==> src/rtl/ncpe_ram.sv <==
`timescale 1ns / 1ps
// ---------------------------------------------------------------------------
// ncpe_ram
// Simple dual-port synchronous RAM, one write port, registered read port.
// ---------------------------------------------------------------------------
module ncpe_ram #(
    parameter int WIDTH = 32,
    parameter int DEPTH = 64
) (
    input  logic                     aclk,
    input  logic                     we,
    input  logic [$clog2(DEPTH)-1:0] waddr,
    input  logic [WIDTH-1:0]         wdata,
    input  logic [$clog2(DEPTH)-1:0] raddr,
    output logic [WIDTH-1:0]         rdata
);

    logic [WIDTH-1:0] mem [0:DEPTH-1];
    logic [WIDTH-1:0] rdata_reg;

    always_ff @(posedge aclk) begin
        if (we) begin
            mem[waddr] <= wdata;
        end
        rdata_reg <= mem[raddr];
    end

    assign rdata = rdata_reg;

endmodule

==> config.mk <==
export PLATFORM = sky130hd
export DESIGN_NAME = ncpe_ram
export DESIGN_NICKNAME = d
export VERILOG_FILES = /design/src/rtl/ncpe_ram.sv
export SDC_FILE = /design/constraint.sdc
export NUM_CORES = 2
export LEC_CHECK = 0
export BUFFER_PORTS_ARGS = -buffer_cell sky130_fd_sc_hd__buf_2
export CAP_MARGIN = 20
export CORE_UTILIZATION = 61
export CTS_CLUSTER_DIAMETER = 120
export DETAILED_ROUTE_END_ITERATION = 16
export PLACE_DENSITY = 0.77
export SLEW_MARGIN = 20
export SYNTH_ARGS = -nofsm -noshare
export SYNTH_HDL_FRONTEND = slang
export SYNTH_SLANG_ARGS = --single-unit
==> constraint.sdc <==
create_clock -name aclk -period 4.7 [get_ports aclk]
set_clock_uncertainty 0.05 [all_clocks]
set_input_delay 0.47 -clock aclk [delete_from_list [all_inputs] [get_ports aclk]]
set_output_delay 0.47 -clock aclk [all_outputs]
set_load 0.03 [all_outputs]
==> out/metrics.yaml <==
cts:
  ctsResizeCount: 0
  number_of_clock_sinks: 2080
  cts-root-to-sink-buffers: 3
  worst_setup_hold_path_clk_slew_ns: 0.06
  number_of_buffers_inserted_during_clock_tree_synthesis: 190
  cts_tree: "yes"
  cts_root_buffer: "sky130_fd_sc_hd__clkbuf_16"
  source_to_sink_clock_delay_at_the_later_pin_of_the_worst_skew_pair_ns: 0.83
  postCtsHoldBufs: 0
  cts_setup_buffers: 0
  cts.htree.levels: 4
synthesis:
  synth.cell_area_um2: 78500
  synth_edf_count: 2048
  seq_area_frac_synth: 0.791
  mappedNetlistNets: 3370
  postSynth.asyncResetShare: 0
  ys_ff_latch: 2080
  post_synth_inst_count: 3324
  ys_dominant_reg_cell: "sky130_fd_sc_hd__edfxtp_1"
  number_of_distinct_library_cells_after_synthesis: 34
  ys_warn_count: 0
  syn_area_per_cell_um2: 23.6
critical_path:
  type_of_the_setup_path_with_the_least_slack: "input port to flop"
  cp.arrival_ns: 3.51
  critPathCaptureType: "flop"
  timing.critical_path.fanout_max: 44
  category_of_the_worst_setup_path_launch_point: "input port"
  timing.critical_path.required_ns: 5.32
final_layout:
  layout-drive-gt1-share: 0.293
  layout.nets: 3604
  syn_to_final_growth_pct: 12.2
  largest_reg_flops: 2048
grt:
  grt.total_usage: 0.317
  overflow: 0
  grt_antenna_before_repair: 8
  grt_start_max_net_pins: 85
  first_global_vias: 39586
  grt_first_pass_wirelength_mm: 286
power:
  power.clock.fraction: 0.402
  swShare: 0.210
  total_power_mw: 37.6
  intPower_mw: 29.7
  vdd.ir_drop.worst_v: 0.000484
  p_comb_frac: 0.050
  total_leakage_power_nw: 27.5
  netSwitchingPower_mw: 7.90
  seq_power_share: 0.548
  power_density_of_the_placed_cells_nw_per_um2: 427
sta:
  maxSlewHeadroom: 0.213
  hold_viol_final: 0
  slew_viol_final: 0
  report.final.setup_viol: 0
  timing.final.crit_share: 0.616
  rsz0062_at_grt: "false"
  hold_ws_ns: 0.0342
  setup-tns-final_ns: 0
  tightestPinTransition_ns: 1.18
  fmax_ghz: 0.345
  final.min_clock_period_ns: 2.89
floorplan:
  floorplan.die.height_um: 361
  floorplan_core_area_um2: 128000
  area_of_the_die_um2: 130000
  io-pin-count: 78
  floorplan.initialDensity: 0.615
  die_width_um: 361
  row_count: 131
route:
  drt-total-wl_mm: 202
  pre_antenna_drt_iters: 5
  avgViaCountPerCell: 7.15
  met1_wirelength_mm: 68.6
  initialDrtViolationCount: 5981
  maxUsedRoutingLayer: "met5"
  detailroute.via_count: 38409
  drc_errors: 0
  detail-route-antenna-nets: 0
  met3RoutedLength_mm: 24.5
  routed_wire_length_per_instance_um: 37.7
  met2RoutedLength_mm: 99.0
placement:
  hpwlAfterDp_mm: 107
  placement.io_buffers: 77
  globalplace.congestion: 0.848
hold_path:
  holdCritPathClass: "input port to flop"
job:
  max-cap-violations: 0
outcome:
  outcome: "complete, no violations"
-- layout make-up --
class / count / area [um2]
Sequential cell: 2080 / 62100
Fill cell: 7084 / 39600
Multi-Input combinational cell: 1062 / 16000
Clock buffer: 247 / 5130
Tap cell: 1662 / 2080
Timing Repair Buffer: 224 / 1960
Clock inverter: 92 / 846
Antenna cell: 5 / 12.5
-- critical path, cell delays in order --
cell and delay [ns]:
sky130_fd_sc_hd__buf_8 0.57, sky130_fd_sc_hd__buf_12 0.38, sky130_fd_sc_hd__mux4_2 0.56, sky130_fd_sc_hd__mux4_2 0.54, sky130_fd_sc_hd__o22ai_1 0.75, sky130_fd_sc_hd__nor2_1 0.12
-- layer usage --
metal | GRT usage | vias up
met5 | 0 | -
met4 | 0.150 | 10
met3 | 0.0726 | 569
met2 | 0.505 | 3083
met1 | 0.420 | 20020
li1 | - | 14727
-- cell usage in the layout, fill, tap and decap left out, types with 7 or more instances in the layout --
cell	Yosys	final
sky130_fd_sc_hd__a21oi_1	62	62
sky130_fd_sc_hd__a22oi_1	12	12
sky130_fd_sc_hd__a311oi_1	8	8
sky130_fd_sc_hd__buf_12	0	32
sky130_fd_sc_hd__buf_2	57	59
sky130_fd_sc_hd__buf_4	25	130
sky130_fd_sc_hd__bufinv_16	0	16
sky130_fd_sc_hd__clkbuf_1	74	48
sky130_fd_sc_hd__clkbuf_16	0	196
sky130_fd_sc_hd__clkinv_1	0	42
sky130_fd_sc_hd__clkinv_2	0	25
sky130_fd_sc_hd__dfxtp_1	32	32
sky130_fd_sc_hd__edfxtp_1	2048	2048
sky130_fd_sc_hd__mux2i_1	93	93
sky130_fd_sc_hd__mux4_2	544	544
sky130_fd_sc_hd__nand2_1	26	26
sky130_fd_sc_hd__nand2b_1	8	7
sky130_fd_sc_hd__nor2_1	137	75
sky130_fd_sc_hd__nor2_4	0	62
sky130_fd_sc_hd__nor2b_1	15	15
sky130_fd_sc_hd__o221ai_1	27	27
sky130_fd_sc_hd__o22ai_1	84	84
-- power by group through the flow --
stage | Combinational [mW] | Sequential [mW] | Clock [mW]
after floorplan | 0.999 | 21.0 | 0
after global placement | 1.79 | 21.0 | 0
after detailed placement | 1.85 | 21.0 | 0
after CTS | 1.89 | 20.6 | 15.2
after global routing | 1.97 | 20.6 | 15.8
final | 1.90 | 20.6 | 15.1
-- path summary, 6_finish.rpt --
kind / startpoint / end / slack, ns / cells past startpoint
worst max-delay path: raddr[0] / rdata[1] / 1.81 / 6
worst min-delay path: wdata[9] / mem[42][9] / 0.03 / 1
worst max register to register: mem[15][1] / rdata[1] / 2.23 / 4
worst min register to register: mem[12][20] / rdata[20] / 0.76 / 4
-- Yosys cell counts, drive strengths merged, types with 2 or more instances --
master | count | share of area
nor2 | 137 | 0.0065
o32ai | 4 | 0.00045
nor3 | 7 | 0.00045
a22oi | 12 | 0.0011
nor2b | 15 | 0.0012
and3 | 4 | 0.00032
or2 | 3 | 0.00024
mux2i | 93 | 0.012
nand2 | 26 | 0.0012
o221ai | 27 | 0.0030
a21oi | 62 | 0.0040
nand3b | 5 | 0.00048
a41o | 4 | 0.00051
a311oi | 8 | 0.00089
o22ai | 84 | 0.0067
mux4 | 544 | 0.16
nand3 | 5 | 0.00032
dfxtp | 32 | 0.0082
or3b | 5 | 0.00056
buf | 108 | 0.0077
and2 | 2 | 0.00016
clkbuf | 74 | 0.0035
nand2b | 8 | 0.00064
or3 | 3 | 0.00024
edfxtp | 2048 | 0.78
nand4 | 2 | 0.00016
-- per-stage QoR --
stage               worst slack (ns)  std cells  utilization  area [um2]
floorplan                       1.02       3324            -       78500
global placement                1.07       5027        0.643       82100
detailed placement              1.04       5027        0.643       82100
CTS                             1.86       5366        0.690       88100
global route                    1.75       5367        0.690       88100
finish                          1.81       5372        0.690       88100
-- cells by family (layout without fill, tap and decap cells) --
| logic type | after synthesis | after routing | synth area share |
|---|---|---|---|
| other | 0 | 5 | 0 |
| and+or+nand+nor | 223 | 223 | 0.0127 |
| DFF | 2080 | 2080 | 0.791 |
| AOI/OAI and AO/OA | 202 | 202 | 0.0167 |
| muxes | 637 | 637 | 0.168 |
| buffers and inverters | 182 | 563 | 0.0113 |
Note: power is estimated with default switching activity, not from simulation.
