--- config.mk ---
export PLATFORM = sky130hd
export DESIGN_NAME = ncpe_div
export DESIGN_NICKNAME = d
export VERILOG_FILES = /design/src/rtl/ncpe_pkg.sv /design/src/rtl/ncpe_div.sv
export SDC_FILE = /design/constraint.sdc
export NUM_CORES = 1
export LEC_CHECK = 0
export BUFFER_PORTS_ARGS = -buffer_cell sky130_fd_sc_hd__buf_2
export CAP_MARGIN = 10
export CORE_ASPECT_RATIO = 0.9
export CORE_MARGIN = 3
export CORE_UTILIZATION = 30
export DETAILED_ROUTE_END_ITERATION = 6
export PLACE_DENSITY_LB_ADDON = 0.05
export SYNTH_ARGS = -nofsm -noshare
export SYNTH_HDL_FRONTEND = slang
export SYNTH_SLANG_ARGS = --single-unit
--- constraint.sdc ---
create_clock -name aclk -period 9.93 [get_ports aclk]
set_input_delay 0.4965 -clock aclk [delete_from_list [all_inputs] [get_ports aclk]]
set_output_delay 0.4965 -clock aclk [all_outputs]
set_load 0.02 [all_outputs]
--- src/rtl/ncpe_pkg.sv ---
`timescale 1ns / 1ps
// ---------------------------------------------------------------------------
// ncpe_pkg
// Shared types and constants of the NURBS curve point evaluator.
// ---------------------------------------------------------------------------
package ncpe_pkg;

    localparam int MAX_POINTS = 64;
    localparam int MAX_ORDER  = 7;
    localparam int FRAC_BITS  = 16;
    localparam int KNOT_DEPTH = MAX_POINTS + MAX_ORDER + 1;

    localparam int KNOT_AW = $clog2(KNOT_DEPTH);
    localparam int PT_AW   = $clog2(MAX_POINTS);
    localparam int IDX_W   = 7;
    localparam int NB_AW   = $clog2(MAX_ORDER + 2);

    localparam int S_TDATA_W = 168;
    localparam int M_TDATA_W = 104;
    localparam int CFG_AW    = 1;
    localparam int CFG_DW    = 7;
    localparam int PT_W      = 31 + 3 * 32;

    localparam logic [CFG_AW-1:0] CFG_CURVE_ORDER = 1'b0;
    localparam logic [CFG_AW-1:0] CFG_POINT_COUNT = 1'b1;

    localparam logic signed [31:0] ONE_FX  = 32'sd1 <<< FRAC_BITS;
    localparam logic signed [31:0] S32_MAX = 32'sh7fff_ffff;
    localparam logic signed [31:0] S32_MIN = 32'sh8000_0000;
    localparam logic signed [63:0] ACC_LIM = 64'sh7fff_ffff_ffff_ffff;

    typedef enum logic [1:0] {
        REQ_KNOT  = 2'd0,
        REQ_POINT = 2'd1,
        REQ_EVAL  = 2'd2
    } req_t;

    typedef struct packed {
        logic               start;
        logic signed [63:0] dividend;
        logic signed [63:0] divisor;
    } div_req_t;

    typedef struct packed {
        logic        done;
        logic        sat;
        logic [31:0] quot;
    } div_rsp_t;

endpackage

--- src/rtl/ncpe_div.sv ---
`timescale 1ns / 1ps
// ---------------------------------------------------------------------------
// ncpe_div
// Radix-2 restoring signed divider, truncating, result clipped to 32 bits.
// ---------------------------------------------------------------------------
module ncpe_div (
    input  logic               aclk,
    input  logic               aresetn,
    input  ncpe_pkg::div_req_t req,
    output ncpe_pkg::div_rsp_t rsp
);
    import ncpe_pkg::*;

    logic        busy_reg;
    logic        done_reg;
    logic [5:0]  cnt_reg;
    logic [63:0] num_reg;
    logic [63:0] den_reg;
    logic [63:0] rem_reg;
    logic [63:0] quo_reg;
    logic        neg_reg;

    logic [64:0] rem_sh;
    logic        qbit;
    logic [64:0] rem_sub;

    assign rem_sh  = {rem_reg, num_reg[63]};
    assign qbit    = rem_sh >= {1'b0, den_reg};
    assign rem_sub = rem_sh - {1'b0, den_reg};

    always_ff @(posedge aclk) begin
        if (!aresetn) begin
            busy_reg <= 1'b0;
            done_reg <= 1'b0;
        end else begin
            done_reg <= 1'b0;
            if (req.start) begin
                busy_reg <= 1'b1;
            end else if (busy_reg && cnt_reg == 6'd0) begin
                busy_reg <= 1'b0;
                done_reg <= 1'b1;
            end
        end
    end

    always_ff @(posedge aclk) begin
        if (req.start) begin
            cnt_reg <= 6'd63;
            num_reg <= req.dividend[63] ? (~req.dividend + 64'd1) : req.dividend;
            den_reg <= req.divisor[63] ? (~req.divisor + 64'd1) : req.divisor;
            rem_reg <= '0;
            quo_reg <= '0;
            neg_reg <= req.dividend[63] ^ req.divisor[63];
        end else if (busy_reg) begin
            cnt_reg <= cnt_reg - 6'd1;
            num_reg <= {num_reg[62:0], 1'b0};
            rem_reg <= qbit ? rem_sub[63:0] : rem_sh[63:0];
            quo_reg <= {quo_reg[62:0], qbit};
        end
    end

    // clip the signed quotient to the 32-bit range
    always_comb begin
        rsp.done = done_reg;
        rsp.sat  = 1'b0;
        if (neg_reg) begin
            if (quo_reg > 64'h0000_0000_8000_0000) begin
                rsp.sat  = 1'b1;
                rsp.quot = S32_MIN;
            end else begin
                rsp.quot = ~quo_reg[31:0] + 32'd1;
            end
        end else begin
            if (quo_reg > 64'h0000_0000_7fff_ffff) begin
                rsp.sat  = 1'b1;
                rsp.quot = S32_MAX;
            end else begin
                rsp.quot = quo_reg[31:0];
            end
        end
    end

endmodule

==> out/qor.yml, run 1 <==
run_status:
  status: "complete, no violations"
logic_synthesis:
  yosys_warnings: 0
  ys_seq_elements: 265
  synth_largest_area_cell: "edfxtp_1"
  synth-compound-area-share_pct: 19.8
  syn-cell-area_um2: 17500
  netlist.area_leader.share_pct: 22.1
  synthMuxAreaShare_pct: 4.31
  synthAdderAreaFrac_pct: 4.96
  synth_top_family_by_area: "compound AO/OA/AOI/OAI gates"
  yosys.area_share.simple_pct: 19.5
  synth_area_per_cell_um2: 8.43
  async_flop_share_pct: 0
  synth.distinct_cells: 81
  synth_seq_area_share_pct: 37.6
  synth_nets: 2281
  synth_edf_count: 129
  synth_cells: 2081
  ys.flop_type: "dfxtp_1"
  synth_xor_area_share_pct: 8.94
  synthTopCellsByArea: "edfxtp_1 (22%), dfxtp_1 (16%), nor2_1 (5.7%)"
power:
  p_leak_nw: 7.88
  peakVddDrop_v: 0.0000909
  finalPower_mw: 3.37
  power_density_nw_per_um2: 168
floorplan:
  rows: 83
  initial_core_util_pct: 30.5
  io_pins: 165
  die_h_um: 235
  die_area_um2: 61400
  die_w_um: 261
  core_area_um2: 57400
timing:
  tightestPinTransition_ns: 1.00
  slew_violations: 0
  min_period_ns: 5.32
  setup_viol: 0
  max_clock_freq_mhz: 188
  finalCritPeriodShare_pct: 53.5
  finalHoldViolCount: 0
  rsz0062_at_grt: "false"
  final.setup.tns_ns: 0
  timing.final.ws_setup_ns: 4.61
  finClkSkew_ns: 0.0196
  slew_headroom_pct: 32.2
detailed_routing:
  wirelength_um: 52700
  wl_per_cell_um: 17.8
  viasPerCell: 5.18
  first_pass_iters: 7
  vias: 15400
  ant_nets: 0
  drt_iter0_drc: 881
  drc_errors: 0
cts:
  cts.sinks: 265
  postCtsSetupBuffers: 0
  cts_root_buffer: "clkbuf_16"
  hold_buffers: 0
  worstSkewPairLatency_ns: 0.55
  numCtsBuffers: 35
  clk_path_buf_depth: 3
  tritoncts: "built"
  cts_resized: 0
  cts.reportedPaths.clkPinSlew_ns: 0.06
  htreeDepth: 2
critical_path:
  timing.critical_path.slowest_stage_cell: "and2_1"
  start_kind: "flip-flop"
  cp.arrival_ns: 4.82
  required_ns: 9.43
  end_kind: "primary output"
  slowest_delay_ns: 0.65
  cp_max_fo: 18
  critPathBufInv: 2
  critical_path.top_delay_family: "simple AND/OR/NAND/NOR gates"
  cp_cell_sequence: "inv_1, ha_1, or3b_1, or3_1, or3_4, or4_4, or4_4, o41ai_2, and2_1, nand2_1, o311ai_1, buf_2"
  crit_top_cell: "or4_4"
  path_class: "reg -> out"
cells_and_area:
  synthToLayoutAreaGrowth_pct: 14.6
  fin_cells: 2968
  fill_cells: 6007
  utilization_pct: 35.0
  drive_gt1_share_pct: 11.9
  final_nets: 2376
grt:
  grt_usage_pct: 16.8
  grt_max_degree: 129
  gr-total-overflow: 0
  grt_pass1_wl_um: 83200
  use_met1_pct: 25.3
  busiest_layer: "met1"
  grt_util_met2_pct: 24.9
  grt_pass1_vias: 14600
  gr-usage-met3_pct: 2.53
  antenna_found_initial: 2
placed_design:
  placed_cells: 2904
  gp_congestion: 0.833
  pre_cts_ws_ns: 5.18
  dp_hpwl_um: 38400
  io_buffers: 164
hold_path:
  hold_path_class: "in -> reg"
flow_run:
  max_cap_viol_count: 0
==> worst reg2reg max path, stage by stage, from the launching register on <==
cell,delay (ns)
edfxtp_1,0.33
inv_1,0.05
ha_1,0.41
nand4_1,0.42
or4b_2,0.78
nor3_1,0.20
o2111ai_1,0.15
nand3_1,0.16
a21oi_1,0.30
o21ai_4,0.79
buf_4,0.45
mux2_2,0.39
mux2i_1,0.14
nor2_1,0.05
==> Yosys cell counts, types with 25 or more instances <==
master and count:
or3_1 30, nor2_1 266, a311oi_1 36, dfxtp_1 136, edfxtp_1 129, nand4_1 31
nor4_1 25, o31ai_1 46, xnor2_1 93, xor2_1 86, nand2_1 208, inv_1 97
ha_1 68, a21oi_1 187, o21ai_0 118, clkbuf_1 101, mux2i_1 71, nor3_1 37
==> per-layer routing <==
metal	vias to the layer above	wire length [um]
met1	7325	26900
met3	61	2360
met2	274	22400
met5	-	13
li1	7710	-
met4	2	1070
==> stage by stage <==
stage               hold slack, ns  instance area [um2]
floorplan                    0.435                17500
global placement             0.467                19000
detailed placement           0.465                19000
CTS                          0.125                20100
global route                 0.155                20100
finish                       0.166                20100
==> cell usage in the layout, fill, tap and decap left out, types with 12 or more instances in the layout <==
cell type	count
o21ai_0	118
o22a_1	12
nand4_1	31
a311oi_1	36
a31oi_1	18
buf_2	163
nand2_1	208
o21bai_1	16
edfxtp_1	129
xnor2_1	93
nor2b_1	13
buf_4	13
inv_1	96
nor2_1	266
or4_1	18
or3_1	30
nand3_1	24
mux2i_1	71
a21oi_1	187
dfxtp_1	135
a21o_1	13
o31ai_1	46
xor2_1	86
nand2b_1	24
nor4_1	25
ha_1	68
o41ai_1	23
nor3_1	37
clkbuf_16	36
==> layout make-up <==
class,count,area [um2],area share [%]
diodes,1,2.50,0.0125
clock buffers,48,976,4.86
clock inverters,15,146,0.728
inverters,98,368,1.83
multi-input cells,1598,10100,50.3
flip-flops and latches,265,6600,32.8
well taps,765,957,4.76
repair buffers,178,948,4.72
==> path summary, 6_finish.rpt <==
check	slack, ns	endpoint	startpoint	cells after the start
worst max-delay path	4.61	rsp[28]	quo_reg[0]	12
worst min-delay path	0.17	busy_reg	aresetn	3
worst max register to register	5.18	rem_reg[39]	den_reg[27]	13
worst min register to register	0.48	rem_reg[63]	rem_reg[63]	2
==> power breakdown <==
group	leakage [nW]	switching (mW)	total [mW]	internal (mW)
sequential	2.37	0.0435	1.29	1.25
combinational	4.96	0.535	0.836	0.301
clock	0.554	0.505	1.25	0.745
==> cells by family after synthesis <==
logic type | Yosys count
simple gates | 729
buf+inv | 218
compound gates | 546
mux | 75
fa+ha+maj | 69
xor+xnor | 179
flops | 265
Note: power is estimated with default switching activity, not from simulation.
==> run 2: changes to the inputs <==
clock period = 4.8 ns   (was 9.93 ns; I/O delays follow)
==> run 2 against run 1 <==
Against the previous run: register-to-register slack worse by 4.6 ns; die area stayed put; worst setup slack got worse by 4.5 ns; combinational power grew 110%; wire length increased by 2.3%; sequential cell count unchanged; largest cell class unchanged.
==> out/qor.yml, run 2 (synthesis results as in run 1) <==
run_status:
  status: "complete, no violations"
placed_design:
  io_buffers: 164  # unchanged
  gp_congestion: 0.871  # +4.5%
  pre_cts_ws_ns: 0.525  # -4.66 ns
  dp_hpwl_um: 39600  # +3.1%
critical_path:
  cp.arrival_ns: 4.40  # -0.42 ns
  required_ns: 4.56  # -4.87 ns
  end_kind: "primary output"
  cp_max_fo: 12  # -6
  path_class: "reg -> out"
  start_kind: "flip-flop"
timing:
  slew_headroom_pct: 28.9  # -3.3 points
  max_clock_freq_mhz: 216
  timing.final.ws_setup_ns: 0.165  # -4.45 ns
  finalCritPeriodShare_pct: 96.6
  slew_violations: 0  # unchanged
  min_period_ns: 4.64
  finalHoldViolCount: 0  # unchanged
  setup_viol: 0  # unchanged
  finClkSkew_ns: 0.0222  # +0.00259 ns
  tightestPinTransition_ns: 1.05  # +0.0488 ns
hold_path:
  hold_path_class: "in -> reg"
cells_and_area:
  layout_commonest_cell: "nor2_1"
  drive_gt1_share_pct: 13.3  # +1.3 points
  mostFrequentLayoutCells: "nor2_1 (266), nand2_1 (207), a21oi_1 (187)"
  fill_cells: 6062  # +0.92%
  final_nets: 2426  # +2.1%
  synthToLayoutAreaGrowth_pct: 18.0
grt:
  grt_pass1_vias: 14800  # +1.7%
  grt_pass1_wl_um: 84100  # +1.1%
  grt_max_degree: 91  # -29%
  grt_usage_pct: 17.1  # +0.30 points
  antenna_found_initial: 2  # unchanged
  gr-total-overflow: 0  # unchanged
detailed_routing:
  viasPerCell: 5.15  # -0.48%
  ant_nets: 0  # unchanged
  wl_per_cell_um: 17.9  # +0.57%
  first_pass_iters: 5  # -2
  wirelength_um: 53900  # +2.3%
  drc_errors: 0  # unchanged
  drt_iter0_drc: 1083  # +23%
  vias: 15600  # +1.3%
floorplan:
  die_area_um2: 61400  # unchanged
  die_w_um: 261  # unchanged
  core_area_um2: 57400  # unchanged
  io_pins: 165  # unchanged
  initial_core_util_pct: 30.5  # unchanged
  die_h_um: 235  # unchanged
  rows: 83  # unchanged
power:
  finalPower_mw: 7.27  # +120%
  power_density_nw_per_um2: 351  # +110%
  switching_power_mw: 2.29  # +110%
  internal-power_mw: 4.98  # +120%
  p_clk_share_pct: 38.7  # +1.7 points
  swShare_pct: 31.5  # -0.59 points
  seqPwrFrac_pct: 36.7  # -1.5 points
  p_leak_nw: 8.17  # +3.6%
  pwr-share-comb_pct: 24.6  # -0.2 points
  peakVddDrop_v: 0.000223  # +150%
cts:
  numCtsBuffers: 36  # +2.9%
  cts.sinks: 265  # unchanged
  clk_path_buf_depth: 3  # unchanged
  htreeDepth: 2  # unchanged
  tritoncts: "built"
  cts.reportedPaths.clkPinSlew_ns: 0.06  # about the same
  cts_root_buffer: "clkbuf_16"
  worstSkewPairLatency_ns: 0.55  # about the same
flow_run:
  max_cap_viol_count: 0  # unchanged
## run 2: cell count changes in the layout (fill, tap and decap cells not counted), sizes merged
cell | before | now
dlygate4sd3 | 0 | 25
buf | 178 | 202
bufinv | 2 | 5
clkinv | 9 | 7
clkinvlp | 1 | 2
diode | 1 | 2
## run 2: final timing paths
kind / from / endpoint / slack (ns) / depth (start not counted)
max: quo_reg[1] / rsp[20] / 0.16 / 13
min: req[26] / den_reg[26] / 0.03 / 2
max reg2reg: den_reg[12] / rem_reg[53] / 0.56 / 12
min reg2reg: rem_reg[63] / rem_reg[63] / 0.48 / 2
## run 2: power groups by stage
| stage | sequential [mW] | combinational (mW) | clock (mW) |
|---|---|---|---|
| after global placement | 2.71 | 1.76 | 0 |
| after floorplan | 2.68 | 1.22 | 0 |
| after global routing | 2.69 | 2.00 | 3.02 |
| final | 2.67 | 1.79 | 2.81 |
| after detailed placement | 2.72 | 1.75 | 0 |
| after CTS | 2.67 | 1.78 | 2.93 |
## run 2: cell type report
class,count,area (um2),share of cell area [%]
Antenna cell,2,5.00,0.0242
Inverter,98,368,1.78
Clock buffer,48,997,4.82
Tap cell,765,957,4.63
Sequential cell,265,6600,31.9
Multi-Input combinational cell,1598,10100,49.0
Clock inverter,17,223,1.08
Timing Repair Buffer,227,1410,6.80
## run 2: what timing repair did
| action | in CTS | in global routing |
|---|---|---|
| gates resized for setup | 5 | 18 |
| setup endpoints to repair | 15 | 20 |
| pin swaps | 0 | 7 |
| buffers inserted | 0 | 7 |
| hold endpoints to repair | 35 | 0 |
| cloned | 0 | 0 |
| hold buffers | 25 | 0 |
## run 2: metal layers
layer	vias up	GRT usage (%)	part of all wire, %
met3	74	2.82	5.0
met1	7373	25.3	50
li1	7810	-	-
met5	-	0	0
met4	0	5.08	2.5
met2	310	25.4	42
## run 2: worst max-delay path: stages (launching register included)
cell and delay (ns):
dfxtp_2 0.34, inv_1 0.07, ha_2 0.18, or3b_4 0.39, or3_4 0.34, or3_4 0.40
or4_4 0.44, or4_4 0.53, o41ai_4 0.33, and2_4 0.24, buf_6 0.16, nand2_1 0.06
a21oi_1 0.18, buf_2 0.19
## run 2: metrics by stage
stage / instance area [um2] / utilization, % / setup TNS, ns / hold WS (ns) / cells
after floorplan: 17500 / - / 0 / 0.339 / 2081
after global placement: 19100 / 33.3 / 0 / 0.463 / 2921
after detailed placement: 19100 / 33.3 / 0 / 0.466 / 2921
after CTS: 20600 / 35.9 / 0 / 0.000863 / 3011
after global routing: 20700 / 36.0 / -0.0173 / 0.0278 / 3020
final: 20700 / 36.0 / 0 / 0.0344 / 3020
==> run 3: changes to the inputs <==
ABC_AREA = 1   (was default)
==> run 3 against run 2 <==
Against the previous run: first-iteration DRC count up 25%; wire length rose by 50%; cell count increased by 49%; area after synthesis is 22% higher; non-clock buffer count decreased by 38; die area rose by 22%; count of clock-buffer cells in the layout down 3; worst hold slack gained 0.014 ns; critical path type unchanged; largest cell class unchanged; highest routed layer unchanged.
==> out/qor.yml, run 3 <==
run_status:
  status: "complete, no violations"
logic_synthesis:
  syn-cell-area_um2: 21400  # +22%
  yosys_warnings: 0  # unchanged
  synth_nets: 3619  # +59%
  synth.distinct_cells: 47  # -42%
  yosys-top-cells-count: "nand2_1 (1038), inv_1 (650), nor2_1 (346)"
  synth_area_per_cell_um2: 6.27  # -26%
  ys_seq_elements: 265  # unchanged
  synth_cells: 3419  # +64%
  synth_most_common_cell: "nand2_1"
  async_flop_share_pct: 0  # unchanged
  synth_largest_area_cell: "nand2_1"
  synthTopCellsByArea: "nand2_1 (18%), edfxtp_1 (18%), dfxtp_1 (13%)"
  synth_seq_area_share_pct: 30.8  # -6.8 points
  synth_edf_count: 129  # unchanged
  ys.flop_type: "dfxtp_1"
  netlist.area_leader.share_pct: 18.2  # -3.9 points
timing:
  min_period_ns: 3.46  # -1.18 ns
  tightestPinTransition_ns: 1.10  # +0.0521 ns
  final.setup.tns_ns: 0  # unchanged
  finalHoldViolCount: 0  # unchanged
  setup_viol: 0  # unchanged
  rsz0062_at_grt: "false"
  slew_headroom_pct: 26.4  # -2.5 points
  slew_violations: 0  # unchanged
  finalCritPeriodShare_pct: 72.0  # -25 points
  finClkSkew_ns: 0.0221  # -0.000126 ns
  max_clock_freq_mhz: 289  # +34%
cts:
  htreeDepth: 2  # unchanged
  worstSkewPairLatency_ns: 0.55  # about the same
  clk_path_buf_depth: 3  # unchanged
  numCtsBuffers: 34  # -5.6%
  cts_root_buffer: "clkbuf_16"
  cts.sinks: 265  # unchanged
  tritoncts: "built"
  cts.reportedPaths.clkPinSlew_ns: 0.05  # about the same
critical_path:
  cp_cell_sequence: "nor4_1, nand4_1, nor2_1, nand2_1, o21ai_1, nand2_1, o21ai_0, buf_2"
  start_kind: "flip-flop"
  timing.critical_path.slowest_stage_cell: "nand2_1"
  crit_top_cell: "nand2_1"
  end_kind: "primary output"
  critPathBufInv: 1  # -2
  slowest_delay_ns: 0.43  # -0.10 ns
  critical_path.top_delay_family: "simple AND/OR/NAND/NOR gates"
  path_class: "reg -> out"
  cp.arrival_ns: 3.22  # -1.18 ns
  required_ns: 4.56  # about the same
  cp_max_fo: 20  # +8
floorplan:
  die_w_um: 288  # +10%
  die_h_um: 260  # +10%
  rows: 92  # +11%
  io_pins: 165  # unchanged
  core_area_um2: 70400  # +23%
  die_area_um2: 74700  # +22%
  initial_core_util_pct: 30.4  # -0.11 points
detailed_routing:
  drc_errors: 0  # unchanged
  viasPerCell: 4.76  # -7.6%
  vias: 21500  # +38%
  ant_nets: 0  # unchanged
  drt_iter0_drc: 1356  # +25%
  wirelength_um: 80700  # +50%
  first_pass_iters: 5  # unchanged
  wl_per_cell_um: 17.9  # +0.10%
placed_design:
  dp_hpwl_um: 65400  # +65%
  gp_congestion: 0.983  # +13%
  io_buffers: 164  # unchanged
power:
  seqPwrFrac_pct: 41.8  # +5.1 points
  peakVddDrop_v: 0.000175  # -22%
  internal-power_mw: 4.36  # -12%
  p_leak_nw: 12.3  # +50%
  swShare_pct: 29.1  # -2.4 points
  p_clk_share_pct: 42.5  # +3.8 points
  pwr-share-comb_pct: 15.7  # -8.9 points
  switching_power_mw: 1.79  # -22%
  power_density_nw_per_um2: 253  # -28%
cells_and_area:
  insertedDiodeCount: 0  # -2
  synthToLayoutAreaGrowth_pct: 13.5
  layout_commonest_cell: "nand2_1"
  mostFrequentLayoutCells: "nand2_1 (1038), inv_1 (649), nor2_1 (345)"
  utilization_pct: 34.5  # -1.5 points
  final_nets: 3747  # +54%
  drive_gt1_share_pct: 8.68  # -4.6 points
grt:
  antenna_found_initial: 8  # +6
  grt_max_degree: 96  # +5.5%
  grt_usage_pct: 21.3  # +4.2 points
  grt_pass1_vias: 20900  # +41%
  gr-total-overflow: 0  # unchanged
  grt_pass1_wl_um: 124000  # +47%
hold_path:
  hold_path_class: "in -> reg"
flow_run:
  max_cap_viol_count: 0  # unchanged
==> run 3: through the flow <==
stage | hold slack (ns) | cell area, um2 | power [mW] | cells | worst slack, ns
6_report | 0.0486 | 24300 | 6.15 | 4512 | 1.34
2_1_floorplan | 0.339 | 21400 | 3.18 | 3419 | 1.95
4_1_cts | 0.0157 | 24300 | 6.25 | 4512 | 1.30
3_3_place_gp | 0.451 | 23200 | 3.58 | 4447 | 1.73
3_5_place_dp | 0.466 | 23200 | 3.58 | 4447 | 1.72
5_1_grt | 0.0357 | 24300 | 6.46 | 4512 | 1.06
==> run 3: layer usage <==
metal / vias to the layer above / track usage (%) / routed length, um
met5: - / 0 / 0
met3: 77 / 2.15 / 3220
met2: 411 / 32.9 / 34600
met1: 9948 / 31.8 / 41300
met4: 0 / 4.54 / 1540
li1: 11000 / - / -
==> run 3: power by group through the flow <==
| stage | Clock (mW) | Combinational (mW) | Sequential [mW] |
|---|---|---|---|
| 4_1_cts | 2.71 | 0.969 | 2.57 |
| 6_report | 2.61 | 0.963 | 2.57 |
| 5_1_grt | 2.80 | 1.08 | 2.58 |
| 3_5_place_dp | 0 | 0.961 | 2.62 |
| 2_1_floorplan | 0 | 0.577 | 2.60 |
| 3_3_place_gp | 0 | 0.967 | 2.61 |
==> run 3: cells by family after synthesis <==
family | count (synthesis) | share of synthesized area [%]
xor gates and xnor gates | 155 | 6.33
buffers and inverters | 761 | 13.7
DFF | 265 | 30.8
AOI/OAI and AO/OA | 301 | 7.97
adders and majority gates | 69 | 4.06
and+or+nand+nor | 1868 | 37.1
==> run 3: repair_timing <==
action,in CTS,in global routing
hold endpoints to repair,5,0
gates resized for setup,0,0
setup buffers,0,0
hold buffers,4,0
==> run 3: cell type report <==
| type | count | area, um2 |
|---|---|---|
| fill | 8010 | 46100 |
| multi-input combinational | 2393 | 11900 |
| sequential | 265 | 6600 |
| inverter | 664 | 2500 |
| tap | 940 | 1180 |
| timing repair buffer | 189 | 1030 |
| clock buffer | 45 | 947 |
| clock inverter | 16 | 184 |
==> run 3: final timing paths <==
kind,from,to,depth (start not counted),slack [ns]
setup / recovery,quo_reg[48],rsp[2],8,1.34
hold / removal,req[36],den_reg[36],2,0.05
setup reg to reg,den_reg[20],rem_reg[20],17,1.67
hold reg to reg,cnt_reg[3],cnt_reg[3],2,0.47
